**src/sv/rss_pkg.sv**
```systemverilog
// Package with codes, widths and reset values of the range switch sequencer.
package rss_pkg;

  localparam int unsigned ACTION_W = 2;
  localparam int unsigned RANGE_W  = 3;
  localparam int unsigned TIME_W   = 32;
  localparam int unsigned CFG_W    = 16;
  localparam int unsigned CFG_IDX_W = 1;
  localparam int unsigned STATUS_W = 2;
  localparam int unsigned PHASE_W  = 3;
  localparam int unsigned SAFETY_W = 2;

  typedef logic [ACTION_W-1:0]  action_t;
  typedef logic [RANGE_W-1:0]   range_t;
  typedef logic [TIME_W-1:0]    time_t;
  typedef logic [CFG_W-1:0]     cfg_word_t;
  typedef logic [CFG_IDX_W-1:0] cfg_index_t;
  typedef logic [STATUS_W-1:0]  status_t;
  typedef logic [PHASE_W-1:0]   phase_t;
  typedef logic [SAFETY_W-1:0]  safety_t;

  localparam action_t ACT_REQUEST = 2'd0;
  localparam action_t ACT_TICK    = 2'd1;
  localparam action_t ACT_DISABLE = 2'd2;

  localparam cfg_index_t REG_DEAD_TIME   = 1'd0;
  localparam cfg_index_t REG_SETTLE_TIME = 1'd1;

  localparam status_t ST_OK      = 2'd0;
  localparam status_t ST_INVALID = 2'd1;
  localparam status_t ST_BUSY    = 2'd2;

  localparam phase_t PH_DISABLED = 3'd0;
  localparam phase_t PH_DEAD     = 3'd1;
  localparam phase_t PH_SETTLE   = 3'd2;
  localparam phase_t PH_READY    = 3'd3;
  localparam phase_t PH_INVALID  = 3'd4;

  localparam safety_t SAFE_DISABLED = 2'd0;
  localparam safety_t SAFE_MOVING   = 2'd1;
  localparam safety_t SAFE_READY    = 2'd2;
  localparam safety_t SAFE_INVALID  = 2'd3;

  localparam range_t RANGE_MAX  = 3'd5;
  localparam range_t RANGE_NONE = 3'd6;

  localparam time_t HALF_SPAN = 32'h8000_0000;

  localparam cfg_word_t DEAD_TIME_RST   = 16'd2;
  localparam cfg_word_t SETTLE_TIME_RST = 16'd10;

endpackage

```
**src/sv/rss_ifs.sv**
```systemverilog
// Handshake interfaces for the event, result and register write channels.
interface rss_in_if;
  logic             valid;
  logic             ready;
  rss_pkg::action_t action;
  rss_pkg::range_t  range_id;
  rss_pkg::time_t   now_ms;

  modport source (output valid, output action, output range_id, output now_ms, input ready);
  modport sink   (input valid, input action, input range_id, input now_ms, output ready);
endinterface

interface rss_out_if;
  logic             valid;
  logic             ready;
  rss_pkg::status_t status;
  logic             drive_enable;
  rss_pkg::range_t  switch_address;
  rss_pkg::phase_t  fsm_state;
  rss_pkg::range_t  current_range;
  rss_pkg::range_t  requested_range;
  rss_pkg::safety_t safety_state;
  logic             is_ready;

  modport source (output valid, output status, output drive_enable, output switch_address,
                  output fsm_state, output current_range, output requested_range,
                  output safety_state, output is_ready, input ready);
  modport sink   (input valid, input status, input drive_enable, input switch_address,
                  input fsm_state, input current_range, input requested_range,
                  input safety_state, input is_ready, output ready);
endinterface

interface rss_cfg_if;
  logic                valid;
  logic                ready;
  rss_pkg::cfg_index_t index;
  rss_pkg::cfg_word_t  data;

  modport source (output valid, output index, output data, input ready);
  modport sink   (input valid, input index, input data, output ready);
endinterface

```
**src/sv/range_switch_sequencer.sv**
```systemverilog
// Range switch sequencer: event handling, timing registers and result register.
//
//   channel   dir   beat contents
//   in_bus    in    action, range_id, now_ms
//   out_bus   out   status, drive_enable, switch_address, fsm_state, current_range,
//                   requested_range, safety_state, is_ready
//   cfg_bus   in    index, data (0 dead time, 1 settle time)
//
// Each event beat is handled combinationally; its result enters the result register
// on the next cycle; one beat is taken every cycle unless the result stalls.
// The path is set by a 32-bit deadline subtract and the 32-bit deadline adds.
// A new beat is taken while the result register is empty or being read out.
// Synchronous active-low reset puts the switch in the disabled state, ranges invalid.
// Register writes are always taken.
module range_switch_sequencer (
  input  logic       clk,
  input  logic       rst_n,
  rss_in_if.sink     in_bus,
  rss_out_if.source  out_bus,
  rss_cfg_if.sink    cfg_bus
);

  rss_pkg::cfg_word_t dead_time_r;
  rss_pkg::cfg_word_t settle_time_r;

  rss_pkg::phase_t phase_r, phase_nxt;
  rss_pkg::range_t range_now_r, range_now_nxt;
  rss_pkg::range_t range_wanted_r, range_wanted_nxt;
  rss_pkg::range_t mux_address_r, mux_address_nxt;
  rss_pkg::time_t  deadline_r, deadline_nxt;
  logic            enabled_r, enabled_nxt;
  rss_pkg::status_t status_nxt;
  rss_pkg::safety_t safety_nxt;

  logic            out_valid_r;
  rss_pkg::status_t out_status_r;
  logic            out_enable_r;
  rss_pkg::range_t out_address_r;
  rss_pkg::phase_t out_phase_r;
  rss_pkg::range_t out_current_r;
  rss_pkg::range_t out_requested_r;
  rss_pkg::safety_t out_safety_r;
  logic            out_is_ready_r;

  logic            in_fire;
  logic            due;
  rss_pkg::time_t  elapsed;

  assign cfg_bus.ready = 1'b1;
  assign in_bus.ready  = !out_valid_r || out_bus.ready;
  assign in_fire       = in_bus.valid && in_bus.ready;

  assign elapsed = in_bus.now_ms - deadline_r;
  assign due     = elapsed < rss_pkg::HALF_SPAN;

  always_ff @(posedge clk) begin
    if (!rst_n) begin
      dead_time_r   <= rss_pkg::DEAD_TIME_RST;
      settle_time_r <= rss_pkg::SETTLE_TIME_RST;
    end else if (cfg_bus.valid) begin
      unique case (cfg_bus.index)
        rss_pkg::REG_DEAD_TIME:   dead_time_r   <= cfg_bus.data;
        rss_pkg::REG_SETTLE_TIME: settle_time_r <= cfg_bus.data;
        default: ;
      endcase
    end
  end

  always_comb begin
    phase_nxt        = phase_r;
    range_now_nxt    = range_now_r;
    range_wanted_nxt = range_wanted_r;
    mux_address_nxt  = mux_address_r;
    deadline_nxt     = deadline_r;
    enabled_nxt      = enabled_r;
    status_nxt       = rss_pkg::ST_OK;
    unique case (in_bus.action)
      rss_pkg::ACT_REQUEST: begin
        enabled_nxt = 1'b0;
        if (in_bus.range_id > rss_pkg::RANGE_MAX) begin
          phase_nxt        = rss_pkg::PH_INVALID;
          range_now_nxt    = rss_pkg::RANGE_NONE;
          range_wanted_nxt = rss_pkg::RANGE_NONE;
          status_nxt       = rss_pkg::ST_INVALID;
        end else begin
          mux_address_nxt  = in_bus.range_id;
          range_wanted_nxt = in_bus.range_id;
          phase_nxt        = rss_pkg::PH_DEAD;
          deadline_nxt     = in_bus.now_ms + rss_pkg::time_t'(dead_time_r);
          status_nxt       = rss_pkg::ST_BUSY;
        end
      end
      rss_pkg::ACT_TICK: begin
        if (phase_r == rss_pkg::PH_DEAD && due) begin
          enabled_nxt  = 1'b1;
          phase_nxt    = rss_pkg::PH_SETTLE;
          deadline_nxt = in_bus.now_ms + rss_pkg::time_t'(settle_time_r);
        end else if (phase_r == rss_pkg::PH_SETTLE && due) begin
          range_now_nxt = range_wanted_r;
          phase_nxt     = rss_pkg::PH_READY;
        end
      end
      rss_pkg::ACT_DISABLE: begin
        enabled_nxt   = 1'b0;
        phase_nxt     = rss_pkg::PH_DISABLED;
        range_now_nxt = rss_pkg::RANGE_NONE;
      end
      default: begin
        status_nxt = rss_pkg::ST_INVALID;
      end
    endcase

    unique case (phase_nxt)
      rss_pkg::PH_READY:    safety_nxt = enabled_nxt ? rss_pkg::SAFE_READY : rss_pkg::SAFE_INVALID;
      rss_pkg::PH_DISABLED: safety_nxt = rss_pkg::SAFE_DISABLED;
      rss_pkg::PH_DEAD,
      rss_pkg::PH_SETTLE:   safety_nxt = rss_pkg::SAFE_MOVING;
      default:              safety_nxt = rss_pkg::SAFE_INVALID;
    endcase
  end

  always_ff @(posedge clk) begin
    if (!rst_n) begin
      phase_r        <= rss_pkg::PH_DISABLED;
      range_now_r    <= rss_pkg::RANGE_NONE;
      range_wanted_r <= rss_pkg::RANGE_NONE;
      mux_address_r  <= '0;
      deadline_r     <= '0;
      enabled_r      <= 1'b0;
    end else if (in_fire) begin
      phase_r        <= phase_nxt;
      range_now_r    <= range_now_nxt;
      range_wanted_r <= range_wanted_nxt;
      mux_address_r  <= mux_address_nxt;
      deadline_r     <= deadline_nxt;
      enabled_r      <= enabled_nxt;
    end
  end

  always_ff @(posedge clk) begin
    if (!rst_n) begin
      out_valid_r <= 1'b0;
    end else if (in_fire) begin
      out_valid_r <= 1'b1;
    end else if (out_bus.ready) begin
      out_valid_r <= 1'b0;
    end
  end

  always_ff @(posedge clk) begin
    if (in_fire) begin
      out_status_r    <= status_nxt;
      out_enable_r    <= enabled_nxt;
      out_address_r   <= mux_address_nxt;
      out_phase_r     <= phase_nxt;
      out_current_r   <= range_now_nxt;
      out_requested_r <= range_wanted_nxt;
      out_safety_r    <= safety_nxt;
      out_is_ready_r  <= (phase_nxt == rss_pkg::PH_READY) && enabled_nxt;
    end
  end

  assign out_bus.valid           = out_valid_r;
  assign out_bus.status          = out_status_r;
  assign out_bus.drive_enable    = out_enable_r;
  assign out_bus.switch_address  = out_address_r;
  assign out_bus.fsm_state       = out_phase_r;
  assign out_bus.current_range   = out_current_r;
  assign out_bus.requested_range = out_requested_r;
  assign out_bus.safety_state    = out_safety_r;
  assign out_bus.is_ready        = out_is_ready_r;

  // The enable is high exactly while settling or ready.
  a_enable_phase: assert property (@(posedge clk) disable iff (!rst_n)
    enabled_r == (phase_r == rss_pkg::PH_SETTLE || phase_r == rss_pkg::PH_READY))
    else $error("enable level does not match sequencer phase");

  a_ready_range: assert property (@(posedge clk) disable iff (!rst_n)
    phase_r == rss_pkg::PH_READY |-> range_now_r <= rss_pkg::RANGE_MAX)
    else $error("ready phase without a valid current range");

  a_addr_legal: assert property (@(posedge clk) disable iff (!rst_n)
    mux_address_r <= rss_pkg::RANGE_MAX)
    else $error("multiplexer address out of range");

  a_request_dead: assert property (@(posedge clk) disable iff (!rst_n)
    in_fire && in_bus.action == rss_pkg::ACT_REQUEST && in_bus.range_id <= rss_pkg::RANGE_MAX
    |=> phase_r == rss_pkg::PH_DEAD && out_valid_r && out_status_r == rss_pkg::ST_BUSY)
    else $error("valid request did not start dead time");

  a_no_stall_loss: assert property (@(posedge clk) disable iff (!rst_n)
    out_valid_r && !out_bus.ready |=> out_valid_r)
    else $error("pending result dropped");

endmodule

```
**src/flat_wrapper.sv**
```systemverilog
// flat-port wrapper written by rule: the top's interface ports become plain ports
module range_switch_sequencer_flat 
  (clk, rst_n, in_bus_valid, in_bus_action, in_bus_range_id, in_bus_now_ms, in_bus_ready, out_bus_valid, out_bus_status, out_bus_drive_enable, out_bus_switch_address, out_bus_fsm_state, out_bus_current_range, out_bus_requested_range, out_bus_safety_state, out_bus_is_ready, out_bus_ready, cfg_bus_valid, cfg_bus_index, cfg_bus_data, cfg_bus_ready);
  rss_in_if in_bus_i ();
  rss_out_if out_bus_i ();
  rss_cfg_if cfg_bus_i ();
  input  logic clk;
  input  logic rst_n;
  input wire logic [$bits(in_bus_i.valid)-1:0] in_bus_valid;
  input wire logic [$bits(in_bus_i.action)-1:0] in_bus_action;
  input wire logic [$bits(in_bus_i.range_id)-1:0] in_bus_range_id;
  input wire logic [$bits(in_bus_i.now_ms)-1:0] in_bus_now_ms;
  output wire logic [$bits(in_bus_i.ready)-1:0] in_bus_ready;
  output wire logic [$bits(out_bus_i.valid)-1:0] out_bus_valid;
  output wire logic [$bits(out_bus_i.status)-1:0] out_bus_status;
  output wire logic [$bits(out_bus_i.drive_enable)-1:0] out_bus_drive_enable;
  output wire logic [$bits(out_bus_i.switch_address)-1:0] out_bus_switch_address;
  output wire logic [$bits(out_bus_i.fsm_state)-1:0] out_bus_fsm_state;
  output wire logic [$bits(out_bus_i.current_range)-1:0] out_bus_current_range;
  output wire logic [$bits(out_bus_i.requested_range)-1:0] out_bus_requested_range;
  output wire logic [$bits(out_bus_i.safety_state)-1:0] out_bus_safety_state;
  output wire logic [$bits(out_bus_i.is_ready)-1:0] out_bus_is_ready;
  input wire logic [$bits(out_bus_i.ready)-1:0] out_bus_ready;
  input wire logic [$bits(cfg_bus_i.valid)-1:0] cfg_bus_valid;
  input wire logic [$bits(cfg_bus_i.index)-1:0] cfg_bus_index;
  input wire logic [$bits(cfg_bus_i.data)-1:0] cfg_bus_data;
  output wire logic [$bits(cfg_bus_i.ready)-1:0] cfg_bus_ready;
  assign in_bus_i.valid = in_bus_valid;
  assign in_bus_i.action = in_bus_action;
  assign in_bus_i.range_id = in_bus_range_id;
  assign in_bus_i.now_ms = in_bus_now_ms;
  assign in_bus_ready = in_bus_i.ready;
  assign out_bus_valid = out_bus_i.valid;
  assign out_bus_status = out_bus_i.status;
  assign out_bus_drive_enable = out_bus_i.drive_enable;
  assign out_bus_switch_address = out_bus_i.switch_address;
  assign out_bus_fsm_state = out_bus_i.fsm_state;
  assign out_bus_current_range = out_bus_i.current_range;
  assign out_bus_requested_range = out_bus_i.requested_range;
  assign out_bus_safety_state = out_bus_i.safety_state;
  assign out_bus_is_ready = out_bus_i.is_ready;
  assign out_bus_i.ready = out_bus_ready;
  assign cfg_bus_i.valid = cfg_bus_valid;
  assign cfg_bus_i.index = cfg_bus_index;
  assign cfg_bus_i.data = cfg_bus_data;
  assign cfg_bus_ready = cfg_bus_i.ready;
  range_switch_sequencer u_core (.clk(clk), .rst_n(rst_n), .in_bus(in_bus_i), .out_bus(out_bus_i), .cfg_bus(cfg_bus_i));
endmodule
```
**config.mk**
```make
export PLATFORM = sky130hd
export DESIGN_NAME = range_switch_sequencer_flat
export DESIGN_NICKNAME = d
export VERILOG_FILES = /design/src/sv/rss_pkg.sv /design/src/sv/rss_ifs.sv /design/src/sv/range_switch_sequencer.sv /design/src/flat_wrapper.sv
export SDC_FILE = /design/constraint.sdc
export NUM_CORES = 1
export LEC_CHECK = 0
export BUFFER_PORTS_ARGS = -buffer_cell sky130_fd_sc_hd__clkbuf_2
export CAP_MARGIN = 20
export CORE_MARGIN = 3
export CORE_UTILIZATION = 45
export DETAILED_ROUTE_END_ITERATION = 12
export PLACE_DENSITY_LB_ADDON = 0.12
export SYNTH_ARGS = -nofsm -noshare
export SYNTH_HDL_FRONTEND = slang
export SYNTH_SLANG_ARGS = --single-unit
```
**constraint.sdc**
```tcl
create_clock -name clk -period 3.73 [get_ports clk]
set_input_delay 0.5595 -clock clk [delete_from_list [all_inputs] [get_ports clk]]
set_output_delay 0.5595 -clock clk [all_outputs]
set_load 0.05 [all_outputs]
```
==> impl_results.md <==
* Outcome: finished clean
* ANT cells at 0
* Die W at 123 um
* Total Wirelength at 16,100 um
* Core ar. at 13,300 um^2
* Largest cells by area after synthesis: dfxtp_1, nand2_1, ha_1
* Slew Viols, Final at 0
* Cell Int Power at 1.80 mW
* Dominant cell type by area after synthesis: dfxtp_1
* Fmax at 296 MHz
* Initial antenna violation count at 0
* Number of max-cap violations at 0
* Wire length of the first global-routing pass at 26,500 um
* Max VDD drop at 0.215 mV
* Placed cell area at 6800 um^2
* Cells after Synth at 742
* Root Buffer: clkbuf_16
* Worst r2r src: u_core.deadline_r[24]$_SDFFE_PN0P_
* Async SR Flop Fraction at 0%
* Most frequent cells in the layout: nand2_1, clkbuf_2, dfxtp_1
* Std cell rows at 42
* Buffers on Ports at 78
* GRT Util Overall at 22.3%
* WP data required at 3.94 ns
* Hpwl dp at 12,200 um
* Worst Tran Pin Value at 0.678 ns
* Hold WC Path Type: primary input to flop
* Nets at 922
* Bufs and invs on worst path at 3
* Clock Power Share at 34.8%
* Grt total ovfl at 0
* Share of power burned in registers at 43.1%
* Routed len/inst at 16.2 um
* Final setup fails at 0
* Setup CP Type: primary input to flop
* TNS Setup at 0 ns
* Initial Util at 46.3%
* IO Pins at 80
* EDFF count, synth at 18
* WHS Endpoint: u_core.out_bus.valid$_SDFFE_PN0P_
* Hold Crit Depth at 3
* Clock Skew at 0.00691 ns
* Main synth FF type: dfxtp_1
* Largest net degree at the start of global routing at 55
* Fill count at 1,275
* Minimum clock period after layout at 3.38 ns
* Vias per Instance at 5.57
* Reg2reg end: u_core.deadline_r[0]$_SDFFE_PN0P_
* Die Height at 123 um
* Syn Std Cell Area at 6160 um^2
* Final period util at 90.7%
* Post-placement cell count at 981
* FF+latch count, synth at 96
* Sink Count at 96
* Worst slew margin at 54.8%
* Crit path DAT at 3.59 ns
* Switch share at 31.7%
* Synth Area per Inst at 8.30 um^2
* RSZ-0062 raised after global routing: false
* Cts repair resizes at 0
* Crit Path Max Fanout at 5
* Die ar. at 15,100 um^2
* Max clock buf depth at 2
* Synth warnings at 0
* Commonest non-fill, non-tap cell in the layout: nand2_1
* HP Start: in_bus_valid
* Worst-path clk slew at 0.07 ns
* Non-filler cells, final at 997
* R2R cell count at 11
* Vias at 5,558
* Element type at the critical path end: flop
* Static leakage at 3.01 nW
* 1st-pass router iterations at 5
* Vias in the first global route at 5,273
* R2R Setup Slk at 0.67 ns
* Share of the yosys chip area belonging to registers at 34.1%
* Hold buffers post-CTS at 0
* Final Hold Fails at 0
* Critical Path, Cell by Cell: clkbuf_2 -> nor2b_1 -> buf_4 -> mux2_2 -> ha_1 -> fa_1 -> a211oi_1 -> o21ai_1 -> a31oi_1 -> a21oi_1 -> a31o_1 -> buf_4 -> nand4_1 -> xor2_1 -> a221oi_2
* DRT antenna net count at 0
* P&R area growth vs syn at 15.1%
* TritonCTS Buffers at 9
* CTS tree: yes
* H-tree depth at 3
* DRC at 0
* Slowest Stage Delay on Critical Path at 0.39 ns
* Post-CTS Setup Bufs at 0
* Logic pwr share at 22.1%
* GP Congestion at 0.937
* Net Count, Synth at 848
* Sw power at 0.834 mW
* Library cells used by synthesis at 70
* Detailed Route Iter0 Violations at 485
* Clock latency reported for the late side of the worst-skew pair at 0.35 ns
* Crit path top cell by count: buf_4
* CP max-delay cell: fa_1
* Pwr/cell area at 371 nW/um^2
* Area share of the largest cell type after synthesis at 25.4%
* CP Launch Type: primary input
* Delay-heaviest family, CP: compound AO/OA/AOI/OAI gates
* Final Instance Area at 7090 um^2
* Layout cells sized above 1 at 18.9%
==> per-stage QoR <==
stage / util, % / hold slack [ns] / power, mW / worst slack (ns)
5_1_grt: 53.3 / 0.439 / 2.78 / 0.0878
6_report: 53.3 / 0.434 / 2.63 / 0.348
2_1_floorplan: - / 0.430 / 1.55 / 0.0339
3_5_place_dp: 51.1 / 0.445 / 1.74 / 0.0283
4_1_cts: 53.3 / 0.421 / 2.66 / 0.362
3_3_place_gp: 51.0 / 0.439 / 1.72 / 0.102
==> state kept, by name, indices dropped and copies added, names as in the netlist <==
| signal | count |
|---|---|
| u_core.out_bus.current_range | 3 |
| u_core.out_bus.is_ready | 1 |
| u_core.out_bus.status | 2 |
| u_core.range_now_r | 3 |
| u_core.out_bus.switch_address | 3 |
| u_core.range_wanted_r | 3 |
| u_core.out_bus.requested_range | 3 |
| u_core.out_bus.safety_state | 2 |
| u_core.settle_time_r | 16 |
| u_core.out_bus.fsm_state | 3 |
| u_core.dead_time_r | 16 |
| u_core.phase_r | 3 |
| u_core.deadline_r | 32 |
| u_core.out_bus.valid | 1 |
| u_core.mux_address_r | 3 |
| u_core.enabled_r | 1 |
| u_core.out_bus.drive_enable | 1 |
==> layout make-up <==
cell class,instances,area [um^2],share of cell area [%]
Clock buffer,9,225,3.18
Timing Repair Buffer,101,579,8.17
Multi-Input combinational cell,566,3740,52.7
Sequential cell,96,2100,29.7
Tap cell,176,220,3.11
Inverter,42,158,2.22
Clock inverter,7,66.3,0.935
==> kinds of logic after synthesis <==
| family | count (synthesis) | synth area share (%) |
|---|---|---|
| simple gates | 285 | 21.4 |
| xor+xnor | 23 | 3.27 |
| other cells | 1 | 0.0609 |
| flops | 96 | 34.1 |
| fa+ha+maj | 47 | 9.67 |
| compound gates | 165 | 18.4 |
| mux | 45 | 7.95 |
| buf+inv | 80 | 5.14 |
==> tightest hold or removal path: stages <==
cell and delay [ns]:
clkbuf_2 0.09, inv_1 0.04, a21oi_1 0.05
==> cell usage after synthesis, types with 10 or more instances <==
cell,instances
dfxtp_1,78
xnor2_1,10
clkbuf_1,30
a21o_1,10
mux2i_1,25
ha_1,46
edfxtp_1,18
nor2_1,31
a21oi_1,72
nand2_1,166
xor2_1,13
nand3_1,21
o21ai_0,18
mux2_2,18
inv_1,40
==> power groups by stage <==
stage / Sequential [mW] / Clock [mW] / Combinational [mW]
floorplan: 1.19 / 0 / 0.361
global route: 1.14 / 0.987 / 0.649
detailed placement: 1.16 / 0 / 0.580
global placement: 1.16 / 0 / 0.568
CTS: 1.13 / 0.941 / 0.583
finish: 1.13 / 0.917 / 0.583
==> routing by layer <==
metal	GRT usage, %	wire, um	vias to the layer above
met5	0	0	-
met4	7.40	325	0
met3	3.02	874	21
met2	37.1	7830	153
met1	29.9	7110	2600
li1	-	-	2784
==> how the worst max path moves through the flow <==
stage	cells after the start	start	slack (ns)	end
2_1_floorplan	14	in_bus_action[0]	0.03	u_core.deadline_r[26]$_SDFFE_PN0P_
3_3_place_gp	15	in_bus_action[0]	0.10	u_core.deadline_r[30]$_SDFFE_PN0P_
3_5_place_dp	15	in_bus_action[0]	0.03	u_core.deadline_r[30]$_SDFFE_PN0P_
4_1_cts	15	in_bus_action[0]	0.36	u_core.deadline_r[30]$_SDFFE_PN0P_
5_1_grt	15	in_bus_action[0]	0.09	u_core.deadline_r[30]$_SDFFE_PN0P_
6_report	15	in_bus_action[0]	0.35	u_core.deadline_r[30]$_SDFFE_PN0P_
No activity file was read; power rests on OpenSTA's default activity.
